[src/design/gpcs_pkg.sv]
`timescale 1ns / 1ps
// ----------------------------------------------------------------------------
// gpcs_pkg
// Shared types and constants for the gripper poll command sequencer.
// ----------------------------------------------------------------------------
package gpcs_pkg;

  // Fixed point format of all fractions: 1 << FRAC_BITS means 1.0
  localparam int FRAC_BITS = 12;
  localparam int FRAC_W    = FRAC_BITS + 1;
  localparam logic [FRAC_W-1:0] ONE_Q = FRAC_W'(1) << FRAC_BITS;

  localparam int BYTE_W    = 8;
  localparam int ELAPSED_W = 24;
  localparam int VEL_W     = 32;

  // Velocity scaling: microseconds per second
  localparam int USEC_W = 20;
  localparam logic [USEC_W-1:0] USEC_PER_SEC = 20'd1000000;

  // Shared divider: dividend holds |dpos| * 1e6 * 2^FRAC_BITS,
  // divisor holds |span| * elapsed_us
  localparam int DIV_N     = BYTE_W + USEC_W + FRAC_BITS;
  localparam int DIV_D     = BYTE_W + ELAPSED_W;
  localparam int DIV_CNT_W = $clog2(DIV_N + 1);
  localparam int POS_W     = BYTE_W + FRAC_BITS;

  // Command action codes and fixed command values
  localparam logic [BYTE_W-1:0] ACT_RESET     = 8'h00;
  localparam logic [BYTE_W-1:0] ACT_ENABLE    = 8'h01;
  localparam logic [BYTE_W-1:0] ACT_ENABLE_GO = 8'h09;
  localparam logic [BYTE_W-1:0] FULL_SPEED    = 8'hFF;
  localparam logic [BYTE_W-1:0] ACT_FORCE     = 8'h96;

  // Result kinds
  localparam logic KIND_CMD    = 1'b0;
  localparam logic KIND_REPORT = 1'b1;

  // Configuration register indexes
  localparam int CFG_IDX_W = 1;
  localparam logic [CFG_IDX_W-1:0] CFG_OPEN   = 1'b0;
  localparam logic [CFG_IDX_W-1:0] CFG_CLOSED = 1'b1;

  typedef enum logic [2:0] {
    ST_IDLE,
    ST_PREP,
    ST_POS,
    ST_VEL,
    ST_EMIT
  } gpcs_state_t;

  // Result slots of one poll, in output order
  typedef enum logic [1:0] {
    SLOT_RESET,
    SLOT_ENABLE,
    SLOT_REPORT,
    SLOT_FINAL
  } gpcs_slot_t;

  typedef struct packed {
    logic [BYTE_W-1:0] open_position;
    logic [BYTE_W-1:0] closed_position;
  } gpcs_cfg_t;

  // One classified poll, passed from the front to the back
  typedef struct packed {
    logic                 act_req;
    logic                 activated;
    logic                 moving;
    logic                 has_final;
    logic [BYTE_W-1:0]    fin_action;
    logic [BYTE_W-1:0]    fin_position;
    logic [BYTE_W-1:0]    fin_speed;
    logic [BYTE_W-1:0]    fin_force;
    logic [BYTE_W-1:0]    prev_raw;
    logic [BYTE_W-1:0]    raw;
    logic [BYTE_W-1:0]    current;
    logic [BYTE_W-1:0]    fault;
    logic [ELAPSED_W-1:0] elapsed;
  } gpcs_job_t;

  typedef struct packed {
    logic              kind;
    logic              last;
    logic [BYTE_W-1:0] action_code;
    logic [BYTE_W-1:0] cmd_position;
    logic [BYTE_W-1:0] cmd_speed;
    logic [BYTE_W-1:0] cmd_force;
    logic              activated;
    logic              moving;
    logic [FRAC_W-1:0] position;
    logic [VEL_W-1:0]  velocity;
    logic [BYTE_W-1:0] current;
    logic [BYTE_W-1:0] fault;
  } gpcs_result_t;

endpackage

[src/design/gripper_poll_command_sequencer.sv]
`timescale 1ns / 1ps
// ----------------------------------------------------------------------------
// gripper_poll_command_sequencer
// Turns gripper poll items into command writes and state reports.
// ----------------------------------------------------------------------------
//
//  channel | handshake             | carries
//  --------+-----------------------+------------------------------------------
//  in      | in_valid / in_ready   | one poll item: requests, targets, bytes
//  out     | out_valid / out_ready | one result item: command write or report
//  cfg     | cfg_write             | open_position (0), closed_position (1)
//
//  Sequence: the back end loads a poll, prepares the operands, runs the
//  position divide and then the velocity divide on the shared
//  one-bit-per-cycle divider, then emits each result in turn (one to
//  four results).
//  Reset: synchronous, active high; open 0, closed 255, previous position 0,
//  command pending set, queue empty, no result valid.
//  Stalls: the front takes items while the queue has room, so up to
//  QUEUE_DEPTH polls wait while the back works; out_ready low holds the
//  output register and the back waits in its emit phase.
//
module gripper_poll_command_sequencer #(
  parameter int QUEUE_DEPTH = 2
) (
  input  logic                               clk,
  input  logic                               rst,
  // configuration
  input  logic                               cfg_write,
  input  logic [gpcs_pkg::CFG_IDX_W-1:0]     cfg_index,
  input  logic [gpcs_pkg::BYTE_W-1:0]        cfg_data,
  // poll items
  input  logic                               in_valid,
  output logic                               in_ready,
  input  logic                               activate_request,
  input  logic                               hold_request,
  input  logic                               new_target,
  input  logic [gpcs_pkg::FRAC_W-1:0]        target_position,
  input  logic [gpcs_pkg::FRAC_W-1:0]        target_speed,
  input  logic [gpcs_pkg::FRAC_W-1:0]        target_force,
  input  logic [gpcs_pkg::BYTE_W-1:0]        status_byte,
  input  logic [gpcs_pkg::BYTE_W-1:0]        fault_byte,
  input  logic [gpcs_pkg::BYTE_W-1:0]        position_raw,
  input  logic [gpcs_pkg::BYTE_W-1:0]        current_raw,
  input  logic [gpcs_pkg::ELAPSED_W-1:0]     elapsed_us,
  // result items
  output logic                               out_valid,
  input  logic                               out_ready,
  output logic                               kind,
  output logic                               last,
  output logic [gpcs_pkg::BYTE_W-1:0]        action_code,
  output logic [gpcs_pkg::BYTE_W-1:0]        cmd_position,
  output logic [gpcs_pkg::BYTE_W-1:0]        cmd_speed,
  output logic [gpcs_pkg::BYTE_W-1:0]        cmd_force,
  output logic                               activated,
  output logic                               moving,
  output logic [gpcs_pkg::FRAC_W-1:0]        position,
  output logic signed [gpcs_pkg::VEL_W-1:0]  velocity,
  output logic [gpcs_pkg::BYTE_W-1:0]        current,
  output logic [gpcs_pkg::BYTE_W-1:0]        fault
);
  import gpcs_pkg::*;

  gpcs_cfg_t    cfg;
  gpcs_job_t    front_job;
  gpcs_job_t    head_job;
  gpcs_result_t res;
  logic         push;
  logic         pop;
  logic         q_full;
  logic         q_not_empty;

  // Front: take the item, decode status, pick the final command, track state
  gpcs_front u_front (
    .clk              (clk),
    .rst              (rst),
    .cfg_write        (cfg_write),
    .cfg_index        (cfg_index),
    .cfg_data         (cfg_data),
    .in_valid         (in_valid),
    .in_ready         (in_ready),
    .activate_request (activate_request),
    .hold_request     (hold_request),
    .new_target       (new_target),
    .target_position  (target_position),
    .target_speed     (target_speed),
    .target_force     (target_force),
    .status_byte      (status_byte),
    .fault_byte       (fault_byte),
    .position_raw     (position_raw),
    .current_raw      (current_raw),
    .elapsed_us       (elapsed_us),
    .q_full           (q_full),
    .push             (push),
    .job              (front_job),
    .cfg              (cfg)
  );

  // Hold classified polls until the back is free
  gpcs_queue #(
    .DEPTH (QUEUE_DEPTH)
  ) u_queue (
    .clk       (clk),
    .rst       (rst),
    .push      (push),
    .job_in    (front_job),
    .pop       (pop),
    .job_out   (head_job),
    .full      (q_full),
    .not_empty (q_not_empty)
  );

  // Back: divide, then emit the results of one poll in order
  gpcs_back u_back (
    .clk         (clk),
    .rst         (rst),
    .cfg         (cfg),
    .q_not_empty (q_not_empty),
    .q_job       (head_job),
    .pop         (pop),
    .out_valid   (out_valid),
    .out_ready   (out_ready),
    .res         (res)
  );

  // Break the output register out to the result ports
  assign kind         = res.kind;
  assign last         = res.last;
  assign action_code  = res.action_code;
  assign cmd_position = res.cmd_position;
  assign cmd_speed    = res.cmd_speed;
  assign cmd_force    = res.cmd_force;
  assign activated    = res.activated;
  assign moving       = res.moving;
  assign position     = res.position;
  assign velocity     = $signed(res.velocity);
  assign current      = res.current;
  assign fault        = res.fault;

endmodule

[src/design/gpcs_front.sv]
`timescale 1ns / 1ps
// ----------------------------------------------------------------------------
// gpcs_front
// Accepts poll items, holds the configuration and the per-poll state,
// decodes status and picks the final command of each poll.
// ----------------------------------------------------------------------------
module gpcs_front (
  input  logic                                   clk,
  input  logic                                   rst,
  input  logic                                   cfg_write,
  input  logic [gpcs_pkg::CFG_IDX_W-1:0]         cfg_index,
  input  logic [gpcs_pkg::BYTE_W-1:0]            cfg_data,
  input  logic                                   in_valid,
  output logic                                   in_ready,
  input  logic                                   activate_request,
  input  logic                                   hold_request,
  input  logic                                   new_target,
  input  logic [gpcs_pkg::FRAC_W-1:0]            target_position,
  input  logic [gpcs_pkg::FRAC_W-1:0]            target_speed,
  input  logic [gpcs_pkg::FRAC_W-1:0]            target_force,
  input  logic [gpcs_pkg::BYTE_W-1:0]            status_byte,
  input  logic [gpcs_pkg::BYTE_W-1:0]            fault_byte,
  input  logic [gpcs_pkg::BYTE_W-1:0]            position_raw,
  input  logic [gpcs_pkg::BYTE_W-1:0]            current_raw,
  input  logic [gpcs_pkg::ELAPSED_W-1:0]         elapsed_us,
  input  logic                                   q_full,
  output logic                                   push,
  output gpcs_pkg::gpcs_job_t                    job,
  output gpcs_pkg::gpcs_cfg_t                    cfg
);
  import gpcs_pkg::*;

  localparam int TR_W = FRAC_W + 10;
  localparam int CL_W = FRAC_W + 5;
  localparam logic [CL_W-1:0] CLOSE_RATIO = CL_W'(20);

  function automatic logic [FRAC_W-1:0] clamp_q(input logic [FRAC_W-1:0] v);
    clamp_q = (v > ONE_Q) ? ONE_Q : v;
  endfunction

  // round(255 * v), halves up
  function automatic logic [BYTE_W-1:0] frac_to_byte(input logic [FRAC_W-1:0] v);
    logic [FRAC_W-1:0]   c;
    logic [FRAC_W+7:0]   acc;
    c   = clamp_q(v);
    acc = ({c, 8'b0} - {8'b0, c}) + (FRAC_W + 8)'(ONE_Q >> 1);
    frac_to_byte = acc[FRAC_BITS +: BYTE_W];
  endfunction

  logic [BYTE_W-1:0] open_position;
  logic [BYTE_W-1:0] closed_position;
  logic [BYTE_W-1:0] previous_position_raw;
  logic              command_pending;
  logic              command_pending_next;

  logic                    activated;
  logic                    moving;
  logic                    pending_eff;
  logic                    near_closed;
  logic [FRAC_W-1:0]       c_tpos;
  logic signed [8:0]       span_s;
  logic signed [TR_W-1:0]  t_base;
  logic signed [TR_W-1:0]  t_prod;
  logic signed [TR_W-1:0]  t_half;
  logic signed [TR_W-1:0]  t_acc;
  logic [BYTE_W-1:0]       goto_raw;
  logic [BYTE_W-1:0]       speed_b;
  logic [BYTE_W-1:0]       force_raw_b;
  logic [BYTE_W-1:0]       force_b;

  assign in_ready = !q_full;
  assign push     = in_valid && !q_full;

  assign cfg.open_position   = open_position;
  assign cfg.closed_position = closed_position;

  always_comb begin
    activated   = status_byte[0] && status_byte[5] && status_byte[4];
    moving      = status_byte[3] && !status_byte[7] && !status_byte[6];
    pending_eff = command_pending || new_target;

    // target fraction to raw byte: round(closed - t * span), floor at zero
    c_tpos   = clamp_q(target_position);
    span_s   = $signed({1'b0, closed_position}) - $signed({1'b0, open_position});
    t_base   = TR_W'($signed({1'b0, closed_position, {FRAC_BITS{1'b0}}}));
    t_prod   = TR_W'($signed({1'b0, c_tpos})) * TR_W'(span_s);
    t_half   = TR_W'(ONE_Q >> 1);
    t_acc    = t_base - t_prod + t_half;
    goto_raw = t_acc[TR_W-1] ? '0 : t_acc[FRAC_BITS +: BYTE_W];

    // target below 5 percent
    near_closed = (CL_W'(c_tpos) * CLOSE_RATIO) < CL_W'(ONE_Q);

    speed_b     = frac_to_byte(target_speed);
    force_raw_b = frac_to_byte(target_force);
    // keep a nonzero force request from collapsing to zero
    force_b     = (force_raw_b == '0 && target_force != '0) ? 8'd1 : force_raw_b;
  end

  always_comb begin
    job.act_req      = activate_request;
    job.activated    = activated;
    job.moving       = moving;
    job.has_final    = 1'b0;
    job.fin_action   = ACT_ENABLE_GO;
    job.fin_position = goto_raw;
    job.fin_speed    = speed_b;
    job.fin_force    = force_b;
    job.prev_raw     = previous_position_raw;
    job.raw          = position_raw;
    job.current      = current_raw;
    job.fault        = fault_byte;
    job.elapsed      = elapsed_us;
    command_pending_next = pending_eff;

    if (activated && hold_request) begin
      job.has_final        = 1'b1;
      job.fin_action       = ACT_ENABLE;
      job.fin_position     = position_raw;
      command_pending_next = 1'b0;
    end else if (activated && pending_eff) begin
      job.has_final        = 1'b1;
      command_pending_next = 1'b0;
    end else if (activated && near_closed && !moving) begin
      // re-grasp: close again
      job.has_final    = 1'b1;
      job.fin_position = closed_position;
    end
  end

  always_ff @(posedge clk) begin
    if (rst) begin
      open_position         <= 8'd0;
      closed_position       <= 8'd255;
      previous_position_raw <= 8'd0;
      command_pending       <= 1'b1;
    end else begin
      if (cfg_write) begin
        case (cfg_index)
          CFG_OPEN: begin
            open_position <= cfg_data;
            if (!push) begin
              previous_position_raw <= cfg_data;
            end
          end
          CFG_CLOSED: begin
            closed_position <= cfg_data;
          end
          default: begin
          end
        endcase
      end
      if (push) begin
        previous_position_raw <= position_raw;
        command_pending       <= command_pending_next;
      end
    end
  end

endmodule

[src/design/gpcs_queue.sv]
`timescale 1ns / 1ps
// ----------------------------------------------------------------------------
// gpcs_queue
// Short first-in first-out queue of classified polls between front and back.
// ----------------------------------------------------------------------------
module gpcs_queue #(
  parameter int DEPTH = 2
) (
  input  logic                clk,
  input  logic                rst,
  input  logic                push,
  input  gpcs_pkg::gpcs_job_t job_in,
  input  logic                pop,
  output gpcs_pkg::gpcs_job_t job_out,
  output logic                full,
  output logic                not_empty
);
  import gpcs_pkg::*;

  localparam int PTR_W = (DEPTH > 1) ? $clog2(DEPTH) : 1;
  localparam int CNT_W = $clog2(DEPTH + 1);

  gpcs_job_t        slots [DEPTH];
  logic [PTR_W-1:0] wr_ptr;
  logic [PTR_W-1:0] rd_ptr;
  logic [CNT_W-1:0] count;

  assign job_out   = slots[rd_ptr];
  assign full      = (count == CNT_W'(DEPTH));
  assign not_empty = (count != '0);

  always_ff @(posedge clk) begin
    if (push) begin
      slots[wr_ptr] <= job_in;
    end
  end

  always_ff @(posedge clk) begin
    if (rst) begin
      wr_ptr <= '0;
      rd_ptr <= '0;
      count  <= '0;
    end else begin
      if (push) begin
        wr_ptr <= (wr_ptr == PTR_W'(DEPTH - 1)) ? '0 : wr_ptr + 1'b1;
      end
      if (pop) begin
        rd_ptr <= (rd_ptr == PTR_W'(DEPTH - 1)) ? '0 : rd_ptr + 1'b1;
      end
      case ({push, pop})
        2'b10:   count <= count + 1'b1;
        2'b01:   count <= count - 1'b1;
        default: count <= count;
      endcase
    end
  end

  a_no_push_when_full: assert property (@(posedge clk) disable iff (rst)
    push |-> !full)
    else $error("queue written while full");

  a_no_pop_when_empty: assert property (@(posedge clk) disable iff (rst)
    pop |-> (count != '0))
    else $error("queue read while empty");

endmodule

[src/design/gpcs_div.sv]
`timescale 1ns / 1ps
// ----------------------------------------------------------------------------
// gpcs_div
// Restoring unsigned divider, one quotient bit per cycle, step count per run.
// ----------------------------------------------------------------------------
module gpcs_div (
  input  logic                           clk,
  input  logic                           rst,
  input  logic                           start,
  input  logic [gpcs_pkg::DIV_N-1:0]     dividend,
  input  logic [gpcs_pkg::DIV_D-1:0]     divisor,
  input  logic [gpcs_pkg::DIV_CNT_W-1:0] steps,
  output logic                           busy,
  output logic                           done,
  output logic [gpcs_pkg::DIV_N-1:0]     quotient
);
  import gpcs_pkg::*;

  logic [DIV_N-1:0]     quo;
  logic [DIV_D-1:0]     rem;
  logic [DIV_D-1:0]     dvs;
  logic [DIV_CNT_W-1:0] cnt;
  logic [DIV_D:0]       trial;
  logic [DIV_D+1:0]     diff;
  logic                 fit;

  assign quotient = quo;

  always_comb begin
    trial = {rem, quo[DIV_N-1]};
    diff  = {1'b0, trial} - {2'b0, dvs};
    fit   = !diff[DIV_D+1];
  end

  always_ff @(posedge clk) begin
    if (start) begin
      quo <= dividend;
      rem <= '0;
      dvs <= divisor;
    end else if (busy) begin
      quo <= {quo[DIV_N-2:0], fit};
      rem <= fit ? diff[DIV_D-1:0] : trial[DIV_D-1:0];
    end
  end

  always_ff @(posedge clk) begin
    if (rst) begin
      busy <= 1'b0;
      done <= 1'b0;
      cnt  <= '0;
    end else begin
      done <= 1'b0;
      if (start) begin
        busy <= 1'b1;
        cnt  <= steps;
      end else if (busy) begin
        cnt <= cnt - 1'b1;
        if (cnt == DIV_CNT_W'(1)) begin
          busy <= 1'b0;
          done <= 1'b1;
        end
      end
    end
  end

endmodule

[src/design/gpcs_back.sv]
`timescale 1ns / 1ps
// ----------------------------------------------------------------------------
// gpcs_back
// Carries out one poll: position and velocity through the shared divider,
// then the command writes and state report through the output register.
// ----------------------------------------------------------------------------
module gpcs_back (
  input  logic                   clk,
  input  logic                   rst,
  input  gpcs_pkg::gpcs_cfg_t    cfg,
  input  logic                   q_not_empty,
  input  gpcs_pkg::gpcs_job_t    q_job,
  output logic                   pop,
  output logic                   out_valid,
  input  logic                   out_ready,
  output gpcs_pkg::gpcs_result_t res
);
  import gpcs_pkg::*;

  localparam logic [VEL_W-1:0] VEL_MAX = {1'b0, {(VEL_W - 1){1'b1}}};
  localparam logic [VEL_W-1:0] VEL_MIN = {1'b1, {(VEL_W - 1){1'b0}}};

  gpcs_state_t state;
  gpcs_state_t state_next;
  gpcs_slot_t  slot;
  gpcs_job_t   job;

  logic [FRAC_W-1:0] pos_q;
  logic [VEL_W-1:0]  vel_q;
  logic [DIV_N-1:0]  vel_num;
  logic [DIV_D-1:0]  vel_den;
  logic              vel_neg;
  logic              vel_skip;

  logic                  div_start;
  logic                  div_sel_vel;
  logic                  div_busy;
  logic                  div_done;
  logic [DIV_N-1:0]      div_quo;
  logic [DIV_N-1:0]      div_dividend;
  logic [DIV_D-1:0]      div_divisor;
  logic [DIV_CNT_W-1:0]  div_steps;

  logic                  pos_load;
  logic                  vel_load;
  logic                  out_load;
  logic                  slot_last;
  gpcs_result_t          res_next;

  logic signed [8:0]     span_s;
  logic                  span_pos;
  logic [BYTE_W-1:0]     span_mag;
  logic signed [8:0]     num_s;
  logic [BYTE_W-1:0]     num_c;
  logic [POS_W-1:0]      pos_dividend;
  logic signed [8:0]     diff_s;
  logic [BYTE_W-1:0]     diff_mag;
  logic [BYTE_W+USEC_W-1:0] mag_us;
  logic [FRAC_W-1:0]     pos_value;
  logic [VEL_W-1:0]      vel_value;

  // Operand preparation
  always_comb begin
    span_s   = $signed({1'b0, cfg.closed_position}) - $signed({1'b0, cfg.open_position});
    span_pos = !span_s[8] && (span_s != '0);
    span_mag = span_s[8] ? 8'(-span_s) : span_s[7:0];

    num_s = $signed({1'b0, cfg.closed_position}) - $signed({1'b0, job.raw});
    if (num_s[8]) begin
      num_c = '0;
    end else if (num_s > span_s) begin
      num_c = span_s[7:0];
    end else begin
      num_c = num_s[7:0];
    end
    pos_dividend = {num_c, {FRAC_BITS{1'b0}}} + POS_W'(span_s[7:1]);

    diff_s   = $signed({1'b0, job.prev_raw}) - $signed({1'b0, job.raw});
    diff_mag = diff_s[8] ? 8'(-diff_s) : diff_s[7:0];
    mag_us   = (BYTE_W + USEC_W)'(diff_mag) * (BYTE_W + USEC_W)'(USEC_PER_SEC);

    div_dividend = div_sel_vel ? vel_num : {pos_dividend, {(DIV_N - POS_W){1'b0}}};
    div_divisor  = div_sel_vel ? vel_den : DIV_D'(span_mag);
    div_steps    = div_sel_vel ? DIV_CNT_W'(DIV_N) : DIV_CNT_W'(POS_W);

    pos_value = span_pos ? div_quo[FRAC_W-1:0] : ONE_Q;

    // truncate toward zero, saturate to 32 bits signed
    if (vel_skip) begin
      vel_value = '0;
    end else if (!vel_neg) begin
      vel_value = (div_quo > DIV_N'(VEL_MAX)) ? VEL_MAX : div_quo[VEL_W-1:0];
    end else begin
      vel_value = (div_quo > DIV_N'(VEL_MIN)) ? VEL_MIN : -div_quo[VEL_W-1:0];
    end
  end

  // Result for the current slot
  always_comb begin
    res_next  = '0;
    slot_last = 1'b0;
    case (slot)
      SLOT_RESET: begin
        res_next.action_code = ACT_RESET;
      end
      SLOT_ENABLE: begin
        res_next.action_code  = ACT_ENABLE;
        res_next.cmd_position = cfg.open_position;
        res_next.cmd_speed    = FULL_SPEED;
        res_next.cmd_force    = ACT_FORCE;
      end
      SLOT_REPORT: begin
        slot_last          = !job.has_final;
        res_next.kind      = KIND_REPORT;
        res_next.activated = job.activated;
        res_next.moving    = job.moving;
        res_next.position  = pos_q;
        res_next.velocity  = vel_q;
        res_next.current   = job.current;
        res_next.fault     = job.fault;
      end
      SLOT_FINAL: begin
        slot_last             = 1'b1;
        res_next.action_code  = job.fin_action;
        res_next.cmd_position = job.fin_position;
        res_next.cmd_speed    = job.fin_speed;
        res_next.cmd_force    = job.fin_force;
      end
      default: begin
      end
    endcase
    res_next.last = slot_last;
  end

  // Next state
  always_comb begin
    state_next = state;
    case (state)
      ST_IDLE: if (q_not_empty) state_next = ST_PREP;
      ST_PREP: state_next = ST_POS;
      ST_POS:  if (div_done) state_next = ST_VEL;
      ST_VEL:  if (div_done) state_next = ST_EMIT;
      ST_EMIT: if (out_load && slot_last) state_next = ST_IDLE;
      default: state_next = ST_IDLE;
    endcase
  end

  // State outputs
  always_comb begin
    pop         = 1'b0;
    div_start   = 1'b0;
    div_sel_vel = 1'b0;
    pos_load    = 1'b0;
    vel_load    = 1'b0;
    out_load    = 1'b0;
    case (state)
      ST_IDLE: pop = q_not_empty;
      ST_PREP: div_start = 1'b1;
      ST_POS: begin
        div_sel_vel = 1'b1;
        div_start   = div_done;
        pos_load    = div_done;
      end
      ST_VEL:  vel_load = div_done;
      ST_EMIT: out_load = !out_valid || out_ready;
      default: begin
      end
    endcase
  end

  gpcs_div u_div (
    .clk      (clk),
    .rst      (rst),
    .start    (div_start),
    .dividend (div_dividend),
    .divisor  (div_divisor),
    .steps    (div_steps),
    .busy     (div_busy),
    .done     (div_done),
    .quotient (div_quo)
  );

  always_ff @(posedge clk) begin
    if (pop) begin
      job <= q_job;
    end
    if (state == ST_PREP) begin
      vel_num  <= {mag_us, {FRAC_BITS{1'b0}}};
      vel_den  <= DIV_D'(span_mag) * DIV_D'(job.elapsed);
      vel_neg  <= diff_s[8] ^ span_s[8];
      vel_skip <= (span_s == '0) || (job.elapsed == '0);
    end
    if (pos_load) begin
      pos_q <= pos_value;
    end
    if (vel_load) begin
      vel_q <= vel_value;
    end
    if (out_load) begin
      res <= res_next;
    end
  end

  always_ff @(posedge clk) begin
    if (rst) begin
      state     <= ST_IDLE;
      slot      <= SLOT_REPORT;
      out_valid <= 1'b0;
    end else begin
      state <= state_next;
      if (state == ST_PREP) begin
        slot <= job.act_req ? SLOT_RESET : SLOT_REPORT;
      end else if (out_load) begin
        slot <= gpcs_slot_t'(slot + 1'b1);
      end
      if (out_load) begin
        out_valid <= 1'b1;
      end else if (out_ready) begin
        out_valid <= 1'b0;
      end
    end
  end

  a_div_start_free: assert property (@(posedge clk) disable iff (rst)
    div_start |-> !div_busy)
    else $error("divider started while busy");

  a_idle_div_quiet: assert property (@(posedge clk) disable iff (rst)
    (state == ST_IDLE) |-> !div_busy)
    else $error("divider running with no poll in progress");

  a_last_ends_poll: assert property (@(posedge clk) disable iff (rst)
    (out_load && slot_last) |=> (state == ST_IDLE) && out_valid && res.last)
    else $error("final result of a poll did not close the poll");

endmodule
[config.mk]
export PLATFORM = sky130hd
export DESIGN_NAME = gripper_poll_command_sequencer
export DESIGN_NICKNAME = d
export VERILOG_FILES = /design/src/design/gpcs_pkg.sv /design/src/design/gripper_poll_command_sequencer.sv /design/src/design/gpcs_front.sv /design/src/design/gpcs_queue.sv /design/src/design/gpcs_div.sv /design/src/design/gpcs_back.sv
export SDC_FILE = /design/constraint.sdc
export NUM_CORES = 2
export LEC_CHECK = 0
export BUFFER_PORTS_ARGS = -buffer_cell sky130_fd_sc_hd__buf_2
export CAP_MARGIN = 20
export CORE_MARGIN = 5
export CORE_UTILIZATION = 50
export DETAILED_ROUTE_END_ITERATION = 12
export GPL_ROUTABILITY_DRIVEN = 0
export PLACE_DENSITY_LB_ADDON = 0.08
export REMOVE_ABC_BUFFERS = 1
export SLEW_MARGIN = 10
export SYNTH_ARGS = -nofsm -noshare
export SYNTH_HDL_FRONTEND = slang
export SYNTH_HIERARCHICAL = 1
export SYNTH_SLANG_ARGS = --single-unit
[constraint.sdc]
create_clock -name clk -period 12.66 [get_ports clk]
set_clock_uncertainty 0.2 [all_clocks]
set_input_delay 1.899 -clock clk [delete_from_list [all_inputs] [get_ports clk]]
set_output_delay 1.899 -clock clk [all_outputs]
set_load 0.01 [all_outputs]
## After elaboration in Yosys (flattened, before gate mapping)

Memories as Yosys holds them, arrays and structs flattened. A register that Yosys moved wholly into a read port is not among the register bits.
Cells that the tools add are included.

- Bits in registers: 353
- Memory bits (writable): 176
- Bits of input ports: 112
- Memories: 1

Memories:

| memory | words | bits a word | rd ports | clocked after Yosys merged registers in | write ports | line | source |
|---|---|---|---|---|---|---|---|
| u_queue.slots | 2 | 88 | 1 | 1 | 1 | gpcs_queue.sv:23 | `gpcs_job_t slots [DEPTH];` |

- $add $sub $neg: 20
- Multiply operators: 4
- $lt $le $gt $ge: 7
- Eq/ne operators: 16
- Mux-type cells: 61
- Bitwise gates (word level): 3
- Reduce and logical (&&, ||, !) cells: 40

Operator list:

| operator | number |
|---|---|
| $mux W32 | 4 |
| $mux W40 | 3 |
| $mux W8 | 13 |
| $pmux W24 S2 | 1 |
| $add A20 B12 Y20 const B | 2 |
| $gt A40 B31 Y1 const B | 1 |
| $gt A40 B32 Y1 const B | 1 |
| $sub A20 B13 Y20 | 2 |
| $gt A13 B13 Y1 const B | 3 |
| $mux W13 | 3 |
| $sub A33 B32 Y34 | 1 |
| $mul A8 B24 Y32 | 1 |
| $neg A32 Y32 | 1 |
| $sub A8 B8 Y9 | 3 |
| $logic_not A24 Y1 | 1 |
| $add A23 B13 Y23 const B | 1 |
| $mul A14 B9 Y23 | 1 |
| $sub A21 B23 Y23 | 1 |
| $mul A8 B14 Y22 const B | 1 |
| $mux W1 | 21 |
| $add A20 B7 Y20 | 1 |
| $lt A18 B13 Y1 const B | 1 |
| $mux W6 | 3 |
| $mul A13 B3 Y16 const B | 1 |
| other kinds (35) | 80 |

## Logic depth before layout (Yosys ltp)

- Depth after elaboration: 9
- Depth in mapped cells: 31
- Mapped depth without buffers: 30

## Cells and area by module

Netlist, hierarchy kept.

Modules (own cells, without submodules):

| module | times used | cells each | area an instance (um^2) |
|---|---|---|---|
| gpcs_back | 1 | 1876 | 20888.8 |
| gpcs_front | 1 | 1000 | 7911.3 |
| gpcs_queue | 1 | 308 | 6839.1 |
| gpcs_div | 1 | 624 | 6503.7 |

## Worst setup path before layout

OpenSTA, ideal clock, no wires.

- Path type: register to register
- Start: register u_back.state[1]
- End: register u_queue.count[1]
- Setup time: 0.070 ns
- Arrival: 8.520 ns
- Required time: 12.390 ns
- Path slack: 3.870 ns
- Stages on the path, launching flop included: 7
- Period minus slack after synthesis: 8.790 ns
- Path through: dfxtp_1 -> clkbuf_1 -> nand2b_1 -> nor3_1 -> ha_1 -> or3_1 -> a21oi_1

- Cells in the longest elaborated chain, start to end: 4

Ends and longest elaborated chain:

| what | line | source |
|---|---|---|
| from (decl) | gpcs_back.sv:23 | `gpcs_state_t state;` |
| from (signal assigned) | gpcs_back.sv:210 | `state <= state_next;` |
| $logic_not A3 Y1 (*) | gpcs_back.sv:156 | `case (state)` |
| $mux W1 (*) | gpcs_back.sv:156 |  |
| named net pop | gripper_poll_command_sequencer.sv:69 | `logic pop;` |
| $eq A2 B1 Y1 / $eq A2 B2 Y1 (equally long branches) | gpcs_queue.sv:50 | `case ({push, pop})` |
| $pmux W2 S2 / $reduce_bool A2 Y1 (equally long branches) | -- |  |
| to (signal assigned) | gpcs_queue.sv:51 | `2'b10: count <= count + 1'b1;` |
| to (signal assigned) | gpcs_queue.sv:52 | `2'b01: count <= count - 1'b1;` |
| to (signal assigned) | gpcs_queue.sv:53 | `default: count <= count;` |
| to (decl) | gpcs_queue.sv:26 | `logic [CNT_W-1:0] count;` |

The timed path passes the listed nets; every way through them passes the cells marked *.
A chain may end at the register's enable or synchronous reset.

## Worst setup path in the final report

- Start: register u_front.open_position[0]
- End: register u_back.vel_den[31] (data pin)

- Cells in the longest elaborated chain, start to end: 4

Ends and longest elaborated chain:

| what | line | source |
|---|---|---|
| from (decl) | gpcs_front.sv:50 | `logic [BYTE_W-1:0] open_position;` |
| from (signal assigned) | gpcs_front.sv:141 | `open_position <= cfg_data;` |
| $sub A8 B8 Y9 (*) | gpcs_back.sv:64 | `span_s = $signed({1'b0, cfg.closed_position}) - $signed({1'b0, cfg.open_position});` |
| $neg A8 Y8 | gpcs_back.sv:66 | `span_mag = span_s[8] ? 8'(-span_s) : span_s[7:0];` |
| $mux W8 (*) | gpcs_back.sv:66 |  |
| $mul A8 B24 Y32 (*) | gpcs_back.sv:189 | `vel_den <= DIV_D'(span_mag) * DIV_D'(job.elapsed);` |
| to (signal assigned) | gpcs_back.sv:189 |  |
| to (decl) | gpcs_back.sv:31 | `logic [DIV_D-1:0] vel_den;` |

Mark *: on every way between the ends. The rest lies on a longest branch, timed or not.

==> impl_metrics.toml <==
[route]
avgViaCountPerCell = 5.27
drtIter0Drc = 1453
dr.pass1.iters = 5
wirelength_mm = 91.5
wl_per_cell_um = 17.7
vias = 27200
postRouteAntennaNets = 0
drc = 0

[synthesis]
synth.avg_cell_area_um2 = 11.1
synthesis.area_um2 = 42100
async_flop_share = 0
synthDistinctLibCells = 99
yosys_warnings = 6
synth_cells = 3808
synth_ff_type = "edfxtp_1"
synth-edff-count = 546
yosysSeqAreaShare = 0.425
ys_ff_latch = 622

[critical_path]
cp-end-kind = "register"
path_common_cell = "fa_1"
slowest_delay_ps = 730
startpoint_type = "register"
startpoint = "u_front/open_position[0]$_SDFFE_PP0P_"
r2r-start = "u_front/open_position[0]$_SDFFE_PP0P_"
cp.arrival_ps = 8760
path_max_fanout = 25
crit_slowest_cell = "a2111oi_0"
cp_data_required_time_ps = 12910
reg2regPathDepth = 27
path_class = "reg2reg"

[timing]
fin_setup_tns_ps = 0
setup_viol = 0
hold_viol_final = 0
rsz0062_at_grt = "false"
timing.slew.headroom = 0.315
min_period_over_period = 0.672
fmax_mhz = 117
drv_slew = 0
tightest_slew_ps = 1030
fin_crit_ps = 8510

[clock_network]
cts.repair.resized = 0
cts_tree = "done"
insertion_delay_ps = 620
h-tree-depth = 3
cts_setup_buffers = 0
worst_setup_hold_path_clk_slew_ps = 60
numClockSinks = 622
hold_buffers = 0
root_buffer = "clkbuf_16"
cts.path.max_buffers = 3
cts_buffers = 72

[place]
portBuffers = 208
dpl.hpwl_mm = 67.8

[flow_run]
cap_violations = 0

[floorplan]
ios = 211
die_y_um = 300
core_um2 = 83700
die_w_um = 300
row_count = 106
start_util = 0.504
die-area_um2 = 90200

[grt]
grt_overflow = 0
grtUsageTotal = 0.204
antenna_found_initial = 11
grt_pass1_vias = 27200
grt_max_degree = 71
grt_pass1_wl_mm = 148

[worst_hold_path]
hold_depth = 0
hp-class = "reg2reg"
min_from = "u_front/previous_position_raw[6]$_SDFFE_PP0P_"

[status]
status = "complete, no violations"

[layout]
drive_above_1_share = 0.142
nets = 4621
syn_to_final_growth_pct = 10.1
-- cell families after synthesis --
family / synth area share
mux: 0.0427
flops: 0.425
buf+inv: 0.0686
other cells: 0.000267
compound gates: 0.0969
simple gates: 0.133
fa+ha+maj: 0.205
xor+xnor: 0.0278
-- synthesized netlist by cell type, drive strengths merged, types with 26 or more instances --
cell / n / area [um2]
dfxtp: 76 / 1520
a211oi: 41 / 330
and2: 177 / 1110
a21o: 55 / 413
nand2b: 73 / 464
buf: 94 / 688
nand2: 226 / 848
clkbuf: 97 / 384
nor2: 251 / 952
nor3: 55 / 280
a21oi: 138 / 732
fa: 238 / 4760
and3: 57 / 357
o21ai: 109 / 564
nor2b: 99 / 619
mux2: 138 / 1560
xnor2: 96 / 841
ha: 310 / 3880
o21a: 30 / 225
nand3: 26 / 130
inv: 485 / 1820
edfxtp: 546 / 16400
xor2: 38 / 333
-- cell type report --
type                    instances  area, um2
fillers                      7366      37300
repair buffers                246       1350
clock inverters                40        457
multi-input cells            2534      21500
inverters                     485       1820
well taps                    1134       1420
flip-flops and latches        622      17900
clock buffers                  93       1930
diodes                          6       15.0
-- worst paths after layout --
path | end | slack (ps)
worst max-delay path | u_back/vel_den[31]$_DFFE_PP_ | 4150
worst min-delay path | u_queue/slots[1][54]$_DFFE_PP_ | 250
worst max register to register | u_back/vel_den[31]$_DFFE_PP_ | 4150
worst min register to register | u_queue/slots[1][54]$_DFFE_PP_ | 250
-- metrics by stage --
stage	instance area [um2]	setup WS [ps]	instances	util	hold WS (ps)
floorplan	41200	906	3641	-	225
global placement	44000	4070	5017	0.525	233
detailed placement	44000	4000	5018	0.525	241
CTS	46400	4110	5151	0.554	249
global route	46400	3490	5157	0.554	270
finish	46400	4150	5160	0.555	250
-- sequential cells by signal, summed over array words and instances, names as in the netlist, 13 cells and up, named ones only --
register and count:
u_back/u_div/dvs 32, u_back/pos_q 13, u_queue/slots 184, u_back/res 97, u_back/job 92, u_back/u_div/rem 32
u_back/u_div/quotient 40, u_back/vel_den 32, u_back/vel_num 22, u_back/vel_q 32
-- routing by layer --
layer	GRT usage	vias up	wire, um
li1	-	13400	-
met1	0.285	13200	42200
met2	0.333	476	43200
met3	0.0323	100	4050
met4	0.0548	8	2050
met5	0	-	55
-- worst max-delay path: cells and delay by family, from the launching register on --
kind,cells,cell delay (ps)
AND/OR/NAND/NOR,4,660
buffers and inverters,4,460
adder cells (fa/ha/maj),7,3090
flip-flops,1,510
AO/OA/AOI/OAI,10,2630
XOR/XNOR,2,790
-- placed cells by master, fill, tap and decap left out, drive strengths merged, types with 26 or more instances in the layout --
| master | count |
|---|---|
| a21o | 55 |
| nand2 | 226 |
| fa | 238 |
| a211oi | 41 |
| nand2b | 73 |
| o21ai | 109 |
| dfxtp | 76 |
| o21a | 30 |
| inv | 489 |
| mux2 | 138 |
| edfxtp | 546 |
| ha | 310 |
| xnor2 | 96 |
| conb | 27 |
| nor3 | 55 |
| and3 | 57 |
| nor2b | 99 |
| xor2 | 38 |
| buf | 246 |
| clkbuf | 93 |
| nor2 | 251 |
| and2 | 177 |
| clkinv | 28 |
| nand3 | 26 |
| a21oi | 138 |
Power is left out: the tool's default activity adds up to more than one toggle a clock period on the data nets, which glitch-free logic cannot reach.
